## src/design/dpcmdn_pkg.sv

```systemverilog
package dpcmdn_pkg;

    localparam int MAX_LEN_DEF = 65536;

    localparam logic OP_LOAD = 1'b0;
    localparam logic OP_READ = 1'b1;

    localparam int FRAC_BITS  = 16;
    localparam int SUM_W      = 32;
    localparam int RUN_W      = 48;
    localparam int VAL_W      = 49;
    localparam int WIN_W      = 16;
    localparam int DIV_STEPS  = 64;
    localparam int NDIV_STEPS = 15;

    localparam logic [NDIV_STEPS-1:0] NORM_SCALE = 15'd30000;

    typedef struct packed {
        logic load;
        logic pass_start;
        logic p1_acc;
        logic p1_init;
        logic div_step;
        logic p1_wr;
        logic p2_x;
        logic p2_wr;
        logic idx_inc;
        logic set_ready;
        logic sel_rp;
        logic mul_lo;
        logic mul_hi;
        logic ndiv_step;
        logic out_data;
        logic out_empty;
    } t_cmd;

    typedef struct packed {
        logic detrend;
        logic idx_last;
        logic div_last;
        logic ndiv_last;
        logic rd_ok;
        logic out_free;
    } t_stat;

endpackage

```

## src/design/dpcmdn_ctrl.sv

```systemverilog
module dpcmdn_ctrl
    import dpcmdn_pkg::*;
(
    input  logic  i_clk,
    input  logic  i_rst_n,
    input  logic  i_valid,
    input  logic  i_op,
    input  logic  i_last,
    input  t_stat i_stat,
    output logic  o_ready,
    output t_cmd  o_cmd
);

    typedef enum logic [3:0] {
        S_IDLE, S_PREP, S_P1_RD, S_P1_ACC, S_P1_INIT, S_P1_DIV, S_P1_WR,
        S_P2_RD, S_P2_X, S_P2_WR, S_R_RD, S_R_MLO, S_R_MHI, S_R_DIV,
        S_R_OUT, S_E_OUT
    } t_state;

    t_state r_state, n_state;
    logic   r_ready, n_ready;

    always_comb begin
        n_state = r_state;
        o_cmd   = '0;
        case (r_state)
            S_IDLE: begin
                if (i_valid && r_ready) begin
                    if (i_op == OP_LOAD) begin
                        o_cmd.load = 1'b1;
                        n_state    = i_last ? S_PREP : S_IDLE;
                    end else begin
                        n_state = i_stat.rd_ok ? S_R_RD : S_E_OUT;
                    end
                end
            end
            S_PREP: begin
                o_cmd.pass_start = 1'b1;
                n_state = i_stat.detrend ? S_P1_RD : S_P2_RD;
            end
            S_P1_RD:   n_state = S_P1_ACC;
            S_P1_ACC: begin
                o_cmd.p1_acc = 1'b1;
                n_state      = S_P1_INIT;
            end
            S_P1_INIT: begin
                o_cmd.p1_init = 1'b1;
                n_state       = S_P1_DIV;
            end
            S_P1_DIV: begin
                o_cmd.div_step = 1'b1;
                if (i_stat.div_last) begin
                    n_state = S_P1_WR;
                end
            end
            S_P1_WR: begin
                o_cmd.p1_wr = 1'b1;
                if (i_stat.idx_last) begin
                    o_cmd.pass_start = 1'b1;
                    n_state          = S_P2_RD;
                end else begin
                    o_cmd.idx_inc = 1'b1;
                    n_state       = S_P1_RD;
                end
            end
            S_P2_RD:   n_state = S_P2_X;
            S_P2_X: begin
                o_cmd.p2_x = 1'b1;
                n_state    = S_P2_WR;
            end
            S_P2_WR: begin
                o_cmd.p2_wr = 1'b1;
                if (i_stat.idx_last) begin
                    o_cmd.set_ready = 1'b1;
                    n_state         = S_IDLE;
                end else begin
                    o_cmd.idx_inc = 1'b1;
                    n_state       = S_P2_RD;
                end
            end
            S_R_RD: begin
                o_cmd.sel_rp = 1'b1;
                n_state      = S_R_MLO;
            end
            S_R_MLO: begin
                o_cmd.mul_lo = 1'b1;
                n_state      = S_R_MHI;
            end
            S_R_MHI: begin
                o_cmd.mul_hi = 1'b1;
                n_state      = S_R_DIV;
            end
            S_R_DIV: begin
                o_cmd.ndiv_step = 1'b1;
                if (i_stat.ndiv_last) begin
                    n_state = S_R_OUT;
                end
            end
            S_R_OUT: begin
                if (i_stat.out_free) begin
                    o_cmd.out_data = 1'b1;
                    n_state        = S_IDLE;
                end
            end
            S_E_OUT: begin
                if (i_stat.out_free) begin
                    o_cmd.out_empty = 1'b1;
                    n_state         = S_IDLE;
                end
            end
            default: n_state = S_IDLE;
        endcase
        n_ready = (n_state == S_IDLE);
    end

    always_ff @(posedge i_clk) begin
        if (!i_rst_n) begin
            r_state <= S_IDLE;
            r_ready <= 1'b0;
        end else begin
            r_state <= n_state;
            r_ready <= n_ready;
        end
    end

    assign o_ready = r_ready;

endmodule

```

## config.mk

```make
export PLATFORM = sky130hd
export DESIGN_NAME = dpcmdn_ctrl
export DESIGN_NICKNAME = d
export VERILOG_FILES = /design/src/design/dpcmdn_pkg.sv /design/src/design/dpcmdn_ctrl.sv
export SDC_FILE = /design/constraint.sdc
export NUM_CORES = 1
export LEC_CHECK = 0
export BUFFER_PORTS_ARGS = -buffer_cell sky130_fd_sc_hd__buf_2
export CORE_MARGIN = 2
export CORE_UTILIZATION = 38
export CTS_CLUSTER_DIAMETER = 40
export DETAILED_ROUTE_END_ITERATION = 8
export PLACE_DENSITY = 0.8
export SYNTH_ARGS = -nofsm -noshare
export SYNTH_HDL_FRONTEND = slang
export SYNTH_SLANG_ARGS = --single-unit
```

## constraint.sdc

```tcl
create_clock -name i_clk -period 1.95 [get_ports i_clk]
set_input_delay 0.0975 -clock i_clk [delete_from_list [all_inputs] [get_ports i_clk]]
set_output_delay 0.0975 -clock i_clk [all_outputs]
set_load 0.02 [all_outputs]
```

==> run summary <==
The yosys synthesis warning count came out at 0. The worst clock skew came out at 0.383 ps. The cell with the most instances after synthesis is sky130_fd_sc_hd__nor2_1. In this run the vertical extent of the chip is 41.5 um. The maximum clock frequency is 573 MHz. The full die area came out at 1720 sq um.

The via-per-instance ratio came out at 5.42. In the routed design, unresolved DRC markers number 0. In the global route stage, overall resource usage came out at 17.6%. CTS placed an instance of sky130_fd_sc_hd__clkbuf_4 at the clock tree root. Once layout is complete, the cells apart from fillers number 120. After synthesis, the most frequently instantiated cells are 14 x sky130_fd_sc_hd__nor2_1, 6 x sky130_fd_sc_hd__nand2b_1, 5 x sky130_fd_sc_hd__and2_1, 5 x sky130_fd_sc_hd__dfxtp_1, 5 x sky130_fd_sc_hd__nor3_1.

The filler cells instantiated in the layout total 125. The proportion of register bits with asynchronous set or reset after synthesis is 0%. The final hold violation count came out at 0.

The clock input transition at the sequential cells of the worst setup and hold paths is 40 ps. Counting flops and latches in the post-synthesis netlist gives 5. Each instance of the synthesized netlist takes up on average 7.03 sq um. The number of antenna diodes in the final layout is 0. The half-perimeter wire length after detailed placement is 1170 um.

At the end of routability-driven placement, the weighted congestion stood at 0.857. The utilization after layout came out at 54.5%. The reported leakage power came out at 0.321 nW. The via count of the routed design is 650. The biggest area contributor in the post-synthesis netlist is sky130_fd_sc_hd__dfxtp_1.

The post-CTS resize count came out at 0. The power density relative to cell area came out at 1430 nW/um^2. The startpoint-to-endpoint class of the critical path is reg -> reg.

Max-cap violations in this run came to 0. The synthesis-to-finish area growth came out at 32.8%. The worst hold slack across all endpoints came out at 99.7 ps.

In this run the worst hold path is classified as in -> reg. The highest net fanout along the worst path is 14. The number of distinct library cell variants in the gate-level netlist after synthesis came out at 27. TritonCTS built the clock tree. Setup repair after global routing left no endpoint under its margin. The headroom to the max-slew limit is 71.3%. The final setup violation count is 0.

The number of nets in the layout came out at 117. At the worst endpoint, the arrival time is 1900 ps. The worst setup path is captured at a flop. The shortest period the worst path allows is 1750 ps. The worst-skew pair later-pin latency is 240 ps.

Synthesis produced a netlist whose cell count is 76. The number of violations reported at the end of detailed-routing iteration 0 is 32. The post-synthesis instance area came out at 534 sq um. The number of cells after detailed placement came out at 116.

The initial antenna violation count is 0. The number of global-route vias before repair is 576. Among all flip-flop cells after synthesis, the most frequent one is sky130_fd_sc_hd__dfxtp_1. The number of ports placed on the die boundary came out at 28. The number of antenna-violating nets in the routed design came out at 0.

Counting flops with a built-in enable in the synthesized netlist gives 0. The worst vdd rail ir drop is 1090 uV. The number of I/O port buffers came out at 27. The completed layout was analyzed and its total power is 1.01 mW. The placement-stage cell area is 683 sq um. The area of the core region is 1300 sq um. The wire length per cell is 12.6 um. The total congestion overflow is 0. The number of placement rows came out at 13. CTS built an H-tree with a depth of 1. The clock net in this run drives a total of 5 sinks. The number of max-slew violations in the final report came out at 0.

Entering global routing, the biggest net connects 15 pins. Ranked by total cell area, the synthesized netlist is headed by sky130_fd_sc_hd__dfxtp_1 19%, sky130_fd_sc_hd__nor2_1 9.8%, sky130_fd_sc_hd__nand2b_1 7.0%. The share of the clock period used by the worst path after layout came out at 89.5%.

The share of the synthesized area in the top cell type is 18.7%. The share of the yosys chip area belonging to registers is 18.7%. The buffer depth of the longest clock path is 2. The die width is 41.5 um. The total nets after synthesis is 87. The post-CTS setup-driven buffer insertion count is 0.

The run finished with clean final reports. The first global-routing pass estimated 2460 um of wire. The hold-fix buffer count after cts came out at 0. The setup total negative slack came out at 0 ps. The share of final-layout standard cells stronger than drive strength 1 came out at 34.3%.

The worst-case setup margin in the final layout came out at 204 ps. The worst setup path is launched from a flop. For the worst setup path, the data required time is 2110 ps. The number of buffers inserted during clock tree synthesis is 3. The worst slack at placement is 247 ps. The total iterations of the first detailed-routing run is 4. The transition at the pin with the smallest max-transition slack is 429 ps. For this configuration, the core starts out at a cell density of 41.1%.

The final layout contains routed wiring with a total length of 1510 um. The cell area after layout came out at 709 sq um.
-- cell type report --
cell class / count / area [sq um] / area share, %
timing repair buffer: 30 / 158 / 22.2
inverter: 2 / 7.51 / 1.06
clock buffer: 4 / 26.3 / 3.70
tap: 15 / 18.8 / 2.65
sequential: 5 / 100 / 14.1
multi-input combinational: 64 / 399 / 56.3
-- path summary, 6_finish.rpt --
kind	end	from	slack, ps	cells past startpoint
max	o_ready	r_state[0]	200	4
min	r_state[0]	i_rst_n	100	2
max reg2reg	o_ready	r_state[0]	200	4
min reg2reg	r_state[3]	o_ready	700	3
-- kinds of logic (layout without fill, tap and decap cells) --
family | count (synthesis) | after routing | synth area share, %
compound gates | 16 | 16 | 23.2
buf+inv | 7 | 36 | 6.56
flops | 5 | 5 | 18.7
mux | 3 | 3 | 5.85
simple gates | 45 | 45 | 45.7
-- state kept, by name, indices dropped and copies added (netlist names) --
name	cells
o_ready	1
r_state	4
-- report_power, final --
group	switching [mW]	internal [mW]
combinational	0.352	0.302
sequential	0.0937	0.144
clock	0.0424	0.0774
-- cell usage in the layout (no fill, tap or decap) --
master,n
sky130_fd_sc_hd__buf_2,27
sky130_fd_sc_hd__a211o_1,1
sky130_fd_sc_hd__nor4_2,1
sky130_fd_sc_hd__or4_4,1
sky130_fd_sc_hd__nor3b_1,4
sky130_fd_sc_hd__o32a_1,3
sky130_fd_sc_hd__nand2b_1,6
sky130_fd_sc_hd__a22o_1,1
sky130_fd_sc_hd__nand2_1,4
sky130_fd_sc_hd__buf_4,3
sky130_fd_sc_hd__o22ai_1,1
sky130_fd_sc_hd__clkbuf_4,3
sky130_fd_sc_hd__nor2b_1,3
sky130_fd_sc_hd__mux2_2,1
sky130_fd_sc_hd__nor3_1,5
sky130_fd_sc_hd__nand3_1,2
sky130_fd_sc_hd__mux2i_1,2
sky130_fd_sc_hd__o21a_1,2
sky130_fd_sc_hd__clkbuf_1,1
sky130_fd_sc_hd__dfxtp_1,5
sky130_fd_sc_hd__a31oi_1,1
sky130_fd_sc_hd__o21ai_0,1
sky130_fd_sc_hd__a21oi_1,2
sky130_fd_sc_hd__and2_1,5
sky130_fd_sc_hd__nor2_1,14
sky130_fd_sc_hd__o211ai_1,2
sky130_fd_sc_hd__inv_1,2
sky130_fd_sc_hd__a221oi_1,1
sky130_fd_sc_hd__a32o_1,1
-- worst max-delay path, stage by stage (launching register included) --
cell                      delay, ps
sky130_fd_sc_hd__dfxtp_1        580
sky130_fd_sc_hd__nor2b_1        130
sky130_fd_sc_hd__a32o_1         310
sky130_fd_sc_hd__o32a_1         390
sky130_fd_sc_hd__nor4_2         250
-- layer usage --
metal | vias up | share of wire [%] | global-route usage [%]
met2 | 21 | 53 | 30.6
met1 | 298 | 41 | 22.4
met5 | - | 0 | 0
met4 | 0 | 0 | 1.94
met3 | 0 | 5.6 | 4.35
li1 | 331 | - | -
(Power assumes the default switching activity.)
